<file path="src/sv/cgws_pkg.sv">
// Shared types, constants and lookup functions for the civil date to GPS
// week and seconds conversion pipeline. No dependencies.
package cgws_pkg;

    localparam int unsigned YEAR_W  = 7;
    localparam int unsigned MONTH_W = 4;
    localparam int unsigned DAY_W   = 5;
    localparam int unsigned HOUR_W  = 5;
    localparam int unsigned MIN_W   = 6;
    localparam int unsigned SEC_W   = 6;

    localparam int unsigned DAYS_W  = 16;
    localparam int unsigned MDAYS_W = 9;
    localparam int unsigned TOD_W   = 17;
    localparam int unsigned WEEK_W  = 13;
    localparam int unsigned SOW_W   = 20;
    localparam int unsigned DOW_W   = 3;

    localparam int unsigned IN_DATA_W  = 40;
    localparam int unsigned OUT_DATA_W = 40;

    localparam logic [YEAR_W-1:0]  MAX_YEAR_IDX = 7'd99;
    localparam logic [MONTH_W-1:0] FIRST_MONTH  = 4'd1;
    localparam logic [MONTH_W-1:0] FEB_MONTH    = 4'd2;
    localparam logic [MONTH_W-1:0] LAST_MONTH   = 4'd12;
    localparam logic [HOUR_W-1:0]  MAX_HOUR     = 5'd23;
    localparam logic [MIN_W-1:0]   MAX_MINUTE   = 6'd59;
    localparam logic [SEC_W-1:0]   MAX_SECOND   = 6'd59;

    // days from 1 Jan 1980 to 1 Jan 2000 (1980..1999, five leap years)
    localparam logic [DAYS_W-1:0]  DAYS_1980_TO_2000 = 16'd7305;
    localparam logic [DAYS_W-1:0]  DAYS_COMMON_YEAR  = 16'd365;
    localparam logic [DAYS_W-1:0]  EPOCH_DAY         = 16'd6;
    localparam logic [DAYS_W-1:0]  DAYS_PER_WEEK     = 16'd7;
    localparam logic [TOD_W-1:0]   SECS_PER_HOUR     = 17'd3600;
    localparam logic [TOD_W-1:0]   SECS_PER_MINUTE   = 17'd60;

    // floor(x / 7) = (x * RECIP_7) >> RECIP_SHIFT for x < 104857
    localparam int unsigned        RECIP_SHIFT = 19;
    localparam int unsigned        RECIP_W     = 17;
    localparam int unsigned        PROD_W      = DAYS_W + RECIP_W;
    localparam logic [RECIP_W-1:0] RECIP_7     = 17'd74899;

    typedef struct packed {
        logic                ok;
        logic [DAYS_W-1:0]   year_days;
        logic [MDAYS_W-1:0]  mon_days;
        logic [DAY_W-1:0]    day;
        logic [TOD_W-1:0]    tod;
    } t_cal_s1;

    typedef struct packed {
        logic                ok;
        logic [DAYS_W-1:0]   days;
        logic [TOD_W-1:0]    tod;
    } t_day_count;

    typedef struct packed {
        logic                ok;
        logic [DAYS_W-1:0]   days;
        logic [WEEK_W-1:0]   week;
        logic [TOD_W-1:0]    tod;
    } t_week_s3;

    typedef struct packed {
        logic                fields_valid;
        logic [SOW_W-1:0]    seconds_of_week;
        logic [WEEK_W-1:0]   gps_week;
    } t_result;

    // days in the months before the given one, common year
    function automatic logic [MDAYS_W-1:0] month_offset(input logic [MONTH_W-1:0] mon);
        logic [MDAYS_W-1:0] d;
        case (mon)
            4'd1:    d = 9'd0;
            4'd2:    d = 9'd31;
            4'd3:    d = 9'd59;
            4'd4:    d = 9'd90;
            4'd5:    d = 9'd120;
            4'd6:    d = 9'd151;
            4'd7:    d = 9'd181;
            4'd8:    d = 9'd212;
            4'd9:    d = 9'd243;
            4'd10:   d = 9'd273;
            4'd11:   d = 9'd304;
            4'd12:   d = 9'd334;
            default: d = 9'd0;
        endcase
        return d;
    endfunction

    // seconds at the start of each day of the week
    function automatic logic [SOW_W-1:0] week_day_secs(input logic [DOW_W-1:0] dow);
        logic [SOW_W-1:0] s;
        case (dow)
            3'd0:    s = 20'd0;
            3'd1:    s = 20'd86400;
            3'd2:    s = 20'd172800;
            3'd3:    s = 20'd259200;
            3'd4:    s = 20'd345600;
            3'd5:    s = 20'd432000;
            3'd6:    s = 20'd518400;
            default: s = 20'd0;
        endcase
        return s;
    endfunction

endpackage

</file>
<file path="src/sv/civil_date_to_gps_week_seconds_unit.sv">
// Top level of the civil date to GPS week and seconds converter.
// Depends on cgws_pkg, cgws_cal and cgws_week.
//
// Usage:
//   s_axis carries one civil date and time per beat (year offset from 2000,
//   month, day, hour, minute, second). m_axis returns one beat per input:
//   GPS week and seconds of week in tdata, the range-check flag in tuser.
//   A beat with a field out of range returns zero week and seconds and a
//   low flag; the day is only checked for zero, not against its month.
//   Four register stages; m_axis_tvalid rises when a beat reaches the
//   output register. A beat can enter every cycle that s_axis_tready is
//   high, so throughput is one beat per cycle unless m_axis stalls. The four
//   stages are: range check and offsets, day sum, multiply by the
//   reciprocal of seven, remainder and seconds into the output register.
//   When the receiver holds m_axis_tready low with a result waiting, the
//   whole pipeline freezes and s_axis_tready drops; an empty output
//   register lets the pipe advance, so nothing is lost or repeated.
//   Reset (i_rst_n low, synchronous) clears all stage valid bits; the
//   data registers are not reset.
module civil_date_to_gps_week_seconds_unit (
    input  logic                               i_clk,
    input  logic                               i_rst_n,
    input  logic                               s_axis_tvalid,
    output logic                               s_axis_tready,
    // [6:0] year_in_century, [10:7] month_number, [15:11] day_of_month,
    // [20:16] hour_of_day, [26:21] minute_of_hour, [32:27] second_of_minute
    input  logic [cgws_pkg::IN_DATA_W-1:0]     s_axis_tdata,
    output logic                               m_axis_tvalid,
    input  logic                               m_axis_tready,
    // [12:0] gps_week, [32:13] seconds_of_week
    output logic [cgws_pkg::OUT_DATA_W-1:0]    m_axis_tdata,
    // [0] fields_valid
    output logic                               m_axis_tuser
);

    logic                 en;
    logic                 cnt_valid;
    cgws_pkg::t_day_count cnt;
    logic                 res_valid;
    cgws_pkg::t_result    res;

    assign en            = !res_valid || m_axis_tready;
    assign s_axis_tready = en;

    cgws_cal u_cal (
        .i_clk              (i_clk),
        .i_rst_n            (i_rst_n),
        .i_en               (en),
        .i_valid            (s_axis_tvalid),
        .i_year_in_century  (s_axis_tdata[6:0]),
        .i_month_number     (s_axis_tdata[10:7]),
        .i_day_of_month     (s_axis_tdata[15:11]),
        .i_hour_of_day      (s_axis_tdata[20:16]),
        .i_minute_of_hour   (s_axis_tdata[26:21]),
        .i_second_of_minute (s_axis_tdata[32:27]),
        .o_valid            (cnt_valid),
        .o_count            (cnt)
    );

    cgws_week u_week (
        .i_clk    (i_clk),
        .i_rst_n  (i_rst_n),
        .i_en     (en),
        .i_valid  (cnt_valid),
        .i_count  (cnt),
        .o_valid  (res_valid),
        .o_result (res)
    );

    assign m_axis_tvalid = res_valid;
    assign m_axis_tdata  = {7'd0, res.seconds_of_week, res.gps_week};
    assign m_axis_tuser  = res.fields_valid;

endmodule

</file>
<file path="src/sv/cgws_cal.sv">
// Calendar stages: range check, year/month day offsets, time of day, then
// total day count since the GPS epoch. Depends on cgws_pkg.
module cgws_cal (
    input  logic                          i_clk,
    input  logic                          i_rst_n,
    input  logic                          i_en,
    input  logic                          i_valid,
    input  logic [cgws_pkg::YEAR_W-1:0]   i_year_in_century,
    input  logic [cgws_pkg::MONTH_W-1:0]  i_month_number,
    input  logic [cgws_pkg::DAY_W-1:0]    i_day_of_month,
    input  logic [cgws_pkg::HOUR_W-1:0]   i_hour_of_day,
    input  logic [cgws_pkg::MIN_W-1:0]    i_minute_of_hour,
    input  logic [cgws_pkg::SEC_W-1:0]    i_second_of_minute,
    output logic                          o_valid,
    output cgws_pkg::t_day_count          o_count
);

    cgws_pkg::t_cal_s1    n_s1, r_s1;
    cgws_pkg::t_day_count n_s2, r_s2;
    logic                 r_v1, r_v2;
    logic                 leap;

    always_comb begin
        leap = (i_year_in_century[1:0] == 2'd0);
        n_s1.ok = (i_year_in_century <= cgws_pkg::MAX_YEAR_IDX) &&
                  (i_month_number >= cgws_pkg::FIRST_MONTH) &&
                  (i_month_number <= cgws_pkg::LAST_MONTH) &&
                  (i_day_of_month != '0) &&
                  (i_hour_of_day <= cgws_pkg::MAX_HOUR) &&
                  (i_minute_of_hour <= cgws_pkg::MAX_MINUTE) &&
                  (i_second_of_minute <= cgws_pkg::MAX_SECOND);
        n_s1.year_days = cgws_pkg::DAYS_1980_TO_2000 +
            16'(16'(i_year_in_century) * cgws_pkg::DAYS_COMMON_YEAR) +
            16'((16'(i_year_in_century) + 16'd3) >> 2);
        n_s1.mon_days = cgws_pkg::month_offset(i_month_number) +
            9'(leap && (i_month_number > cgws_pkg::FEB_MONTH));
        n_s1.day = i_day_of_month;
        n_s1.tod = 17'(17'(i_hour_of_day) * cgws_pkg::SECS_PER_HOUR) +
                   17'(17'(i_minute_of_hour) * cgws_pkg::SECS_PER_MINUTE) +
                   17'(i_second_of_minute);
    end

    always_comb begin
        n_s2.ok   = r_s1.ok;
        n_s2.days = r_s1.year_days + 16'(r_s1.mon_days) + 16'(r_s1.day) -
                    cgws_pkg::EPOCH_DAY;
        n_s2.tod  = r_s1.tod;
    end

    always_ff @(posedge i_clk) begin
        if (!i_rst_n) begin
            r_v1 <= 1'b0;
            r_v2 <= 1'b0;
        end else if (i_en) begin
            r_v1 <= i_valid;
            r_v2 <= r_v1;
        end
    end

    always_ff @(posedge i_clk) begin
        if (i_en) begin
            r_s1 <= n_s1;
            r_s2 <= n_s2;
        end
    end

    assign o_valid = r_v2;
    assign o_count = r_s2;

endmodule

</file>
<file path="src/sv/cgws_week.sv">
// Week stages: divide the day count by seven through a reciprocal multiply,
// then form seconds of week and the output register. Depends on cgws_pkg.
module cgws_week (
    input  logic                  i_clk,
    input  logic                  i_rst_n,
    input  logic                  i_en,
    input  logic                  i_valid,
    input  cgws_pkg::t_day_count  i_count,
    output logic                  o_valid,
    output cgws_pkg::t_result     o_result
);

    logic [cgws_pkg::PROD_W-1:0] prod;
    logic [cgws_pkg::DAYS_W-1:0] rem_full;
    cgws_pkg::t_week_s3          n_s3, r_s3;
    cgws_pkg::t_result           n_res, r_res;
    logic                        r_v3, r_v4;

    always_comb begin
        prod = 33'(i_count.days) * 33'(cgws_pkg::RECIP_7);
        n_s3.ok   = i_count.ok;
        n_s3.days = i_count.days;
        n_s3.week = prod[cgws_pkg::RECIP_SHIFT +: cgws_pkg::WEEK_W];
        n_s3.tod  = i_count.tod;
    end

    always_comb begin
        rem_full = r_s3.days - 16'(16'(r_s3.week) * cgws_pkg::DAYS_PER_WEEK);
        if (r_s3.ok) begin
            n_res.fields_valid    = 1'b1;
            n_res.gps_week        = r_s3.week;
            n_res.seconds_of_week = cgws_pkg::week_day_secs(
                rem_full[cgws_pkg::DOW_W-1:0]) + 20'(r_s3.tod);
        end else begin
            n_res = '0;
        end
    end

    always_ff @(posedge i_clk) begin
        if (!i_rst_n) begin
            r_v3 <= 1'b0;
            r_v4 <= 1'b0;
        end else if (i_en) begin
            r_v3 <= i_valid;
            r_v4 <= r_v3;
        end
    end

    always_ff @(posedge i_clk) begin
        if (i_en) begin
            r_s3  <= n_s3;
            r_res <= n_res;
        end
    end

    assign o_valid  = r_v4;
    assign o_result = r_res;

endmodule
</file>
<file path="config.mk">
export PLATFORM = sky130hd
export DESIGN_NAME = civil_date_to_gps_week_seconds_unit
export DESIGN_NICKNAME = d
export VERILOG_FILES = /design/src/sv/cgws_pkg.sv /design/src/sv/civil_date_to_gps_week_seconds_unit.sv /design/src/sv/cgws_cal.sv /design/src/sv/cgws_week.sv
export SDC_FILE = /design/constraint.sdc
export NUM_CORES = 1
export LEC_CHECK = 0
export BUFFER_PORTS_ARGS = -buffer_cell sky130_fd_sc_hd__clkbuf_2
export CORE_UTILIZATION = 60
export CTS_CLUSTER_SIZE = 20
export DETAILED_ROUTE_END_ITERATION = 8
export HOLD_SLACK_MARGIN = 0.1
export PLACE_DENSITY = 0.8
export SYNTH_ARGS = -nofsm -noshare
export SYNTH_HDL_FRONTEND = slang
export SYNTH_SLANG_ARGS = --single-unit
</file>
<file path="constraint.sdc">
create_clock -name i_clk -period 11.6 [get_ports i_clk]
set_clock_uncertainty 0.05 [all_clocks]
set_input_delay 2.32 -clock i_clk [delete_from_list [all_inputs] [get_ports i_clk]]
set_output_delay 2.32 -clock i_clk [all_outputs]
set_load 0.01 [all_outputs]
</file>
# Yosys cells after proc, flatten, opt, wreduce, memory -nomap -nowiden
# Memories as Yosys holds them, arrays and structs flattened.
# Cells that the tools add are included.
# word_totals
register_bits	154
rom_bits	144
n_memories	1
in_bits	44
word_cells	63
out_inout_bits	43
# memory_table
memory	depth	word_bits	rd	rd_clocked_by_memory_dff	wr	line_no	rtl
(name not given)	16	9	1	0	0	cgws_pkg.sv:74	case (mon)
# classes
eq_ne	6
mux	3
magnitude_cmp	7
n_mul	5
n_addsub	11
n_reduce_logical	11
# ops
op	n
19-bit one-hot mux with 6 select lines	1
34-bit 2-to-1 mux	1
16-bit by 17-bit multiplier with 32-bit output, second input constant	1
20-bit by 17-bit adder with 20-bit output	1
20-bit 2-to-1 mux	1
17-bit by 12-bit adder with 17-bit output	1
17-bit by 6-bit adder with 17-bit output	1
13-bit by 16-bit adder with 16-bit output, first input constant	1
16-bit by 14-bit adder with 16-bit output	1
16-bit by 5-bit adder with 16-bit output	1
16-bit by 9-bit adder with 16-bit output	1
7-bit by 9-bit multiplier with 16-bit output, second input constant	1
16-bit by 3-bit subtractor with 16-bit output, second input constant	1
13-bit by 3-bit multiplier with 3-bit output, second input constant	1
5-bit by 8-bit multiplier with 13-bit output, second input constant	1
6-bit less-or-equal comparator, second input constant	2
6-bit by 4-bit multiplier with 10-bit output, second input constant	1
9-bit by 1-bit adder with 9-bit output	1
3-bit equality test, second input constant	3
7-bit by 2-bit adder with 8-bit output, second input constant	1
7-bit less-or-equal comparator, second input constant	1
1-bit logical AND	7
3-bit by 2-bit equality test with 1-bit output, second input constant	2
5-bit less-or-equal comparator, second input constant	1
other kinds (9)	9

# Longest topological paths before layout
# Gate-level depths: netlist of run 1.
# depth
depth_word	7
ltp_mapped	20
ltp_nobuf	20

# Modules after synthesis
# From an unflattened synthesis of run 1, not the netlist that was laid out.
# unflattened
cells_unflattened	1287
hier_area_um2	14139.8
# modules_own_cells
module	area_each_um2	instances	cells_each
cgws_cal	7533.5	1	679
cgws_week	6543.8	1	599
civil_date_to_gps_week_seconds_unit	62.6	1	9

# Worst setup path after synthesis of run 1
# OpenSTA, ideal clock, no wires.
# synth_path
path_type	input to output
from	input m_axis_tready
to	output s_axis_tready
stages	2
n_path_buf	1
setup_slack_ps	2529
required_time_ps	9230
arrival_time_ps	6701
path_cell_list	nand2b_1 > clkbuf_1
# synth_between
elab_chain_cells	1
# synth_rtl
item	line_no	rtl
start, declared	civil_date_to_gps_week_seconds_unit.sv:29	input logic m_axis_tready,
1-bit logical OR	civil_date_to_gps_week_seconds_unit.sv:42	assign en = !res_valid || m_axis_tready;
end, declared	civil_date_to_gps_week_seconds_unit.sv:24	output logic s_axis_tready,
# No other way between the ends.

==> results of run 1 <==
==> synth_stat cells, drive strengths merged, types with 3 or more instances <==
library cell,n
a211oi,9
a21boi,5
a21o,18
a21oi,43
a31oi,7
a41oi,4
and2,29
and3,3
buf,7
clkbuf,8
dfxtp,4
edfxtp,150
fa,87
ha,283
inv,239
mux2i,9
nand2,35
nand2b,8
nand3,14
nand4,3
nor2,44
nor2b,13
nor3,20
nor4,3
o211ai,7
o21a,5
o21ai,33
o21bai,10
o311ai,3
or2,6
or4,4
xnor2,67
xor2,15
==> final timing paths <==
kind | slack, ns | start | cells past startpoint | to
max | 4.69 | s_axis_tdata[1] | 21 | u_cal.r_s1[45]
min | 0.36 | u_cal.n_s2[15] | 0 | u_cal.o_count[15]
max reg2reg | 5.95 | u_cal.o_count[31] | 19 | u_week.r_s3[29]
min reg2reg | 0.36 | u_cal.n_s2[15] | 0 | u_cal.o_count[15]
==> area by class of cell <==
| type | count | area, µm² |
|---|---|---|
| multi-input combinational | 820 | 8200 |
| fill | 1633 | 7163 |
| sequential | 154 | 4584 |
| inverter | 239 | 897.1 |
| clock buffer | 17 | 425.4 |
| timing repair buffer | 73 | 367.9 |
| tap | 280 | 350.3 |
| clock inverter | 15 | 172.7 |
==> critical path, stage by stage <==
cell,delay [ns]
clkbuf_2,0.20
inv_1,0.11
ha_1,0.20
a21oi_1,0.28
nor2_1,0.11
xnor2_1,0.14
fa_1,0.39
ha_1,0.29
inv_1,0.04
fa_1,0.46
fa_1,0.54
inv_1,0.05
ha_1,0.33
nor2b_1,0.15
o21ai_0,0.22
a21boi_0,0.16
o21ai_0,0.21
a21oi_1,0.13
a41o_1,0.27
o41ai_1,0.32
xnor2_1,0.10
==> metal layers <==
metal	vias to the layer above	track usage (%)	part of all wire, %
li1	4326	-	-
met1	4093	26.01	46
met2	108	34.92	50
met3	14	3.034	2.7
met4	0	4.233	0.98
met5	-	0	0
==> sequential cells by signal (all words and copies together), names as in the netlist <==
signal,count
u_cal.n_s2,18
u_cal.o_count,34
u_cal.o_valid,1
u_cal.r_s1,30
u_cal.r_v1,1
u_week.o_result,34
u_week.o_valid,1
u_week.r_s3,34
u_week.r_v3,1
==> metrics by stage <==
stage | cell area [µm²] | cells | utilization (%)
floorplan | 13760 | 1228 | -
finish | 15000 | 1598 | 67.68
CTS | 15000 | 1598 | 67.68
detailed placement | 14400 | 1566 | 64.98
global route | 15000 | 1598 | 67.68
global placement | 14400 | 1566 | 64.98
==> cell families after synthesis <==
family                     Yosys count  share of synthesized area, %
muxes                               11                        0.9019
DFF                                154                         33.38
AOI/OAI and AO/OA                  160                         7.807
buffers and inverters              254                         7.133
xor gates and xnor gates            82                         5.229
and+or+nand+nor                    190                         7.060
other                                1                       0.02730
adders and majority gates          370                         38.46
==> reports/results.ini, run 1 <==
[die]
rows=54
die_height_um=153.3
floorplan.die_area_um2=23500
start_util_pct=61.97
core_area_um2=22160
fp.dieW_um=153.3
design.portCount=87

[synthesis]
yosysWarningCount=0
synth_edf_count=150
yosys_register_bits=154
synth-async-reset-ratio_pct=0
synth_ff_type=edfxtp_1
synth.yosys.seq_area_share_pct=33.38
synth.largest_area_cell=edfxtp_1
synthesis.instances=1222
avgSynthCellArea_um2=11.24
synth.cell_area_um2=13730
yosysUniqueCellTypes=63
yosys.area.top_type_share_pct=32.80
synth_area_leaders=edfxtp_1 33%, ha_1 26%, fa_1 13%

[critical_path]
crit_arrival_ns=7.03
worstPathMaxFanout=8
setup.worst_path.end_class=flop
cp-start-kind=input port
setup.worst_path.class=in2reg
critPathRequiredTime_ns=11.72

[detailed_routing]
remaining_drc_errors=0
firstDrtPassIters=4
detailroute.via_count=8541
viasPerCell=5.345
detail-route-antenna-nets=0
routed_wl_um=21850
post_drt_wl_per_cell_um=13.67
detailed_router_s_first_iteration_violation_count=354

[timing]
min_period_over_period_pct=59.56
fin_worst_hold_slack_ns=0.3608
drv_slew=0
timing.final.hold_violations=0
worst-slew-pin-transition_ns=0.9981
rsz0062_at_grt=false
max_slew_margin_pct=33.46
layout_min_cycle_time_ns=6.909
final-setup-viol-count=0
max_freq_mhz=144.7
timing.final.ws_setup_ns=4.691
setup_total_negative_slack_ns=0

[run_status]
outcome=complete, no violations

[min_path]
min_path_type=reg2reg

[cells_and_area]
final_common_cell=ha_1
final_layout_size_suffix_gt1_share_pct=9.256
layout.nets=1719
diode_insertion_count_for_antenna_repair=0
mostFrequentLayoutCells=283 x ha_1, 239 x inv_1, 150 x edfxtp_1
area.growth.synth_to_final_pct=9.201

[place]
detailedPlace.worstSlack_ns=4.311
place.gp.congestion=0.8527
io_buffer_count=72
dp.final_hpwl_um=17230

[global_routing]
gr-total-overflow=0
grt_usage_pct=19.90
maximum_number_of_pins_on_one_net_before_global_route_repair=82
grt_antenna_before_repair=0
grt_first_pass_wirelength_um=37870
grt_pass1_vias=8524

[clock_tree]
ctsHoldBuffers=0
cts_num_sinks=154
post_cts.resized_instances=0
clkSlewWorstSetupHoldPaths_ns=0.07
postCtsSetupRepairBufs=0
cts_h_tree_lvls=4
clock_tree_from_tritoncts=yes
clock_tree.root_cell=clkbuf_16
total_cts_buffers=17
clock_tree.buffer_depth=2
insertion_delay_ns=0.43

[flow_run]
cap_viol_max_count=0

Power of run 1 is left out: the tool's default activity adds up to more than one toggle a clock period on the data nets, which glitch-free logic cannot reach.
==> run 2, diff against run 1 <==
--- a/config.mk
+++ b/config.mk
@@ -6,7 +6,7 @@
 export NUM_CORES = 1
 export LEC_CHECK = 0
 export BUFFER_PORTS_ARGS = -buffer_cell sky130_fd_sc_hd__clkbuf_2
-export CORE_UTILIZATION = 60
+export CORE_UTILIZATION = 57
 export CTS_CLUSTER_SIZE = 20
 export DETAILED_ROUTE_END_ITERATION = 8
 export HOLD_SLACK_MARGIN = 0.1
==> constraint.sdc (replaced) <==
create_clock -name i_clk -period 6 [get_ports i_clk]
set_clock_uncertainty 0.05 [all_clocks]
set_input_delay 1.2 -clock i_clk [delete_from_list [all_inputs] [get_ports i_clk]]
set_output_delay 1.2 -clock i_clk [all_outputs]
set_load 0.01 [all_outputs]
==> run 2 against run 1 <==
Die area up 5.2%. Count of clock-buffer cells in the layout is the same. First-iteration DRC count decreased by 17%. Global-route usage fell by 0.37 points. Cell count grew 2.8%. Flip-flop and latch count stayed put. Register-to-register slack lost 5.6 ns. Critical path depth down 3.
==> reports/results.ini, run 2 (synthesis results as in run 1) <==
[clock_tree]
postCtsSetupRepairBufs=0
cts_h_tree_lvls=4
cts_num_sinks=154
total_cts_buffers=17
clkSlewWorstSetupHoldPaths_ns=0.08
post_cts.resized_instances=0
clock_tree.root_cell=clkbuf_16
insertion_delay_ns=0.44
clock_tree.buffer_depth=2
clock_tree_from_tritoncts=yes
ctsHoldBuffers=0

[critical_path]
crit_arrival_ns=5.83
top_cell_family_by_delay_on_the_critical_path=adder cells
worstPathBufferInverterCount=3
setup.worst_path.end_class=flop
critPathRequiredTime_ns=6.13
worstPathMaxFanout=4
path_cells=ha_1, fa_1, inv_1, fa_1, fa_1, inv_1, fa_1, inv_1, ha_1, ha_1, o211ai_1, nor2_1, a41oi_1, a21boi_0, o21ai_0, a21boi_1, nor4_1, a311o_1
crit-reg2reg-launch=u_cal.o_count[32]
worst_path_largest_cell_delay_ns=0.56
cpMostUsedCell=fa_1
setup.worst_path.class=reg2reg
cp-start-kind=flop
timing.critical_path.slowest_stage_cell=fa_1
timing.critical_path.from=u_cal.o_count[32]

[global_routing]
grt_usage_pct=19.52
grt_first_pass_wirelength_um=38420
maximum_number_of_pins_on_one_net_before_global_route_repair=82
grt_antenna_before_repair=0
grt_pass1_vias=8484
gr-total-overflow=0

[die]
die_height_um=157.2
rows=56
start_util_pct=58.34
fp.dieW_um=157.2
floorplan.die_area_um2=24720
core_area_um2=23540
design.portCount=87

[timing]
final-setup-viol-count=0
max_slew_margin_pct=33.25
timing.final.hold_violations=0
layout_min_cycle_time_ns=5.691
rsz0062_at_grt=false
setup_total_negative_slack_ns=0
max_freq_mhz=175.7
drv_slew=0
worst-slew-pin-transition_ns=1.001
min_period_over_period_pct=94.85

[cells_and_area]
final_layout_size_suffix_gt1_share_pct=9.599
area.growth.synth_to_final_pct=10.11
diode_insertion_count_for_antenna_repair=0
fin_area_um2=15120
layout.nets=1724
finish.utilization_pct=64.24
final.fill_count=1784
fin_cells=1642
final_common_cell=ha_1
mostFrequentLayoutCells=283 x ha_1, 239 x inv_1, 150 x edfxtp_1

[place]
io_buffer_count=72
place.gp.congestion=0.8697
dpl.cell_count=1610
dp.final_hpwl_um=17660
dpl_cell_area_um2=14490

[detailed_routing]
post_drt_wl_per_cell_um=13.53
firstDrtPassIters=5
detailroute.via_count=8514
routed_wl_um=22220
remaining_drc_errors=0
detail-route-antenna-nets=0
detailed_router_s_first_iteration_violation_count=295
viasPerCell=5.185

[min_path]
min_path_type=reg2reg
hp-start=u_cal.o_count[4]

[flow_run]
cap_viol_max_count=0

[run_status]
outcome=complete, no violations

run 2: cell type report:
type | instances | area (µm²) | area share, %
multi-input combinational | 820 | 8200 | 54.22
sequential | 154 | 4584 | 30.31
inverter | 239 | 897.1 | 5.932
clock buffer | 17 | 425.4 | 2.813
timing repair buffer | 78 | 405.4 | 2.681
tap | 319 | 399.1 | 2.639
clock inverter | 15 | 211.5 | 1.398
run 2: per-layer routing:
metal  GRT usage, %  wire length, µm
met1          25.49            10370
met2          34.07            11040
met3          2.423              555
met4          5.409              250
met5              0                0
run 2: final timing paths:
check               endpoint  slack, ns  cells after the start
min           u_week.r_s3[4]       0.36                      0
max          u_week.r_s3[21]       0.31                     18
min reg2reg   u_week.r_s3[4]       0.36                      0
max reg2reg  u_week.r_s3[21]       0.31                     18
run 2: metrics by stage:
| step | setup WS (ns) | hold WS [ns] |
|---|---|---|
| floorplan | 0.4706 | 0.3503 |
| detailed placement | 0.02601 | 0.3545 |
| finish | 0.3090 | 0.3636 |
| CTS | 0.3655 | 0.3656 |
| global route | 0.07700 | 0.3649 |
| global placement | 0.1452 | 0.3525 |
run 2: worst reg2reg max path, delay by kind of cell (launching register included):
family	cells	cell delay, ns
AOI/OAI and AO/OA	6	1.48
adders and majority gates	7	2.99
and+or+nand+nor	2	0.27
buffers and inverters	3	0.17
DFF	1	0.48
Power of run 2 is left out for the same reason.
==> run 3, diff against run 2 <==
--- a/config.mk
+++ b/config.mk
@@ -6,7 +6,7 @@
 export NUM_CORES = 1
 export LEC_CHECK = 0
 export BUFFER_PORTS_ARGS = -buffer_cell sky130_fd_sc_hd__clkbuf_2
-export CORE_UTILIZATION = 57
+export CORE_UTILIZATION = 60
 export CTS_CLUSTER_SIZE = 20
 export DETAILED_ROUTE_END_ITERATION = 8
 export HOLD_SLACK_MARGIN = 0.1
==> constraint.sdc (replaced) <==
create_clock -name i_clk -period 5.4 [get_ports i_clk]
set_clock_uncertainty 0.05 [all_clocks]
set_input_delay 1.08 -clock i_clk [delete_from_list [all_inputs] [get_ports i_clk]]
set_output_delay 1.08 -clock i_clk [all_outputs]
set_load 0.01 [all_outputs]
==> run 3 against run 2 <==
Die area decreased by 4.9%. Critical path depth rose by 1. Cell count barely moved. Hold slack better by 0.0066 ns. Via count increased by 4.6%. Sequential share of layout area decreased by 0.78 points. Utilization up 5.8 points. Wire length up 11%. Fmax up 6.2%. First-iteration DRC count down 6.8%. Global-route usage is 2.5 points higher.
==> reports/results.ini, run 3 (synthesis results as in run 1) <==
[min_path]
hp-start=u_cal.o_count[4]
holdPathEnd=u_week.r_s3[4]
min_path_type=reg2reg
hold_path_depth=0

[timing]
max_slew_margin_pct=41.49
worst-slew-pin-transition_ns=0.8777
layout_min_cycle_time_ns=5.360
fin_worst_hold_slack_ns=0.3702
min_period_over_period_pct=99.27
max_freq_mhz=186.6
timing.final.hold_violations=0
rsz0062_at_grt=true
drv_slew=0
final-setup-viol-count=0

[cells_and_area]
final.fill_count=1550
final_common_cell=ha_1
area.growth.synth_to_final_pct=13.03
layout.nets=1762
final_layout_size_suffix_gt1_share_pct=14.03
mostFrequentLayoutCells=275 x ha_1, 233 x inv_1, 150 x edfxtp_1
fin_area_um2=15520
diode_insertion_count_for_antenna_repair=0

[critical_path]
r2r-end=u_week.r_s3[29]
cp-start-kind=flop
rrSetupSlack_ns=0.04
timing.critical_path.slowest_stage_cell=fa_1
worst_path_largest_cell_delay_ns=0.56
critPathRequiredTime_ns=5.64
path_cells=ha_4, ha_4, inv_2, fa_1, inv_2, fa_1, inv_2, fa_1, inv_1, fa_1, ha_1, o211ai_1, nor2_1, a41oi_2, nand4_1, a31o_2, o41a_4, and4_4, nor3_2
crit-reg2reg-launch=u_cal.o_count[31]
crit_arrival_ns=5.60
setup.worst_path.end_class=flop
r2r.worst_path.cells=19
cpMostUsedCell=fa_1
setup.worst_path.class=reg2reg
worstPathMaxFanout=4

[place]
dpl_cell_area_um2=14690
dp.final_hpwl_um=18680
io_buffer_count=72
place.gp.congestion=0.8421

[detailed_routing]
detailroute.via_count=8904
routed_wl_um=24570
firstDrtPassIters=4
detail-route-antenna-nets=0
remaining_drc_errors=0
detailed_router_s_first_iteration_violation_count=275
viasPerCell=5.426
post_drt_wl_per_cell_um=14.97

[run_status]
outcome=complete, no violations

[global_routing]
grt_antenna_before_repair=0
grt_usage_pct=22.05
gr-total-overflow=0
grt_pass1_vias=9320
grt_first_pass_wirelength_um=41540
maximum_number_of_pins_on_one_net_before_global_route_repair=71

[die]
floorplan.die_area_um2=23500
start_util_pct=61.97
core_area_um2=22160
die_height_um=153.3
design.portCount=87
rows=54
fp.dieW_um=153.3

[clock_tree]
cts_num_sinks=154
clock_tree_from_tritoncts=yes
clkSlewWorstSetupHoldPaths_ns=0.08
cts_h_tree_lvls=4
total_cts_buffers=17
clock_tree.buffer_depth=2
insertion_delay_ns=0.45
clock_tree.root_cell=clkbuf_16

[flow_run]
cap_viol_max_count=0

run 3: routing by layer:
metal  GRT usage [%]  wire length, µm
met5               0                0
met4           7.888              480
met3           3.176              621
met2           40.36            12760
met1           26.27            10700
run 3: how the worst max path moves through the flow:
stage,endpoint,from,cells after the start,slack [ns]
after detailed placement,u_cal.r_s1[45],s_axis_tdata[1],21,-0.31
after floorplan,u_cal.r_s1[45],s_axis_tdata[1],20,0.05
after global routing,u_week.r_s3[29],u_cal.o_count[31],19,-0.08
after CTS,u_week.r_s3[29],u_cal.o_count[31],19,0.02
final,u_week.r_s3[29],u_cal.o_count[31],19,0.04
after global placement,u_cal.r_s1[45],s_axis_tdata[1],21,-0.21
run 3: cell type report:
class	instances	area [µm²]	area share, %
clock buffer	17	425.4	2.740
clock inverter	15	201.4	1.298
inverter	239	897.1	5.779
multi-input combinational	820	8374	53.95
sequential	154	4584	29.53
tap	280	350.3	2.257
timing repair buffer	116	690.7	4.449
run 3: through the flow:
step                cells  util [%]   TNS, ns  setup WS [ns]
floorplan            1228         -         0        0.04953
global placement     1604     66.28   -0.2535        -0.2124
detailed placement   1604     66.28    -1.031        -0.3150
CTS                  1640     69.42         0        0.01828
global route         1641     70.05  -0.08394       -0.08163
finish               1641     70.05         0        0.03953
run 3: timing repair:
action	CTS	global route
setup buffers	4	1
gates resized for setup	5	26
hold buffers	0	0
pin swaps	12	19
endpoints found under the setup margin	6	11
run 3: critical path, delay by kind of cell, from the launching register on:
family / cells / cell delay, ns
DFF: 1 / 0.46
adders and majority gates: 7 / 2.84
buffers and inverters: 4 / 0.17
and+or+nand+nor: 4 / 0.67
AOI/OAI and AO/OA: 4 / 1.00
Power of run 3 is left out for the same reason.
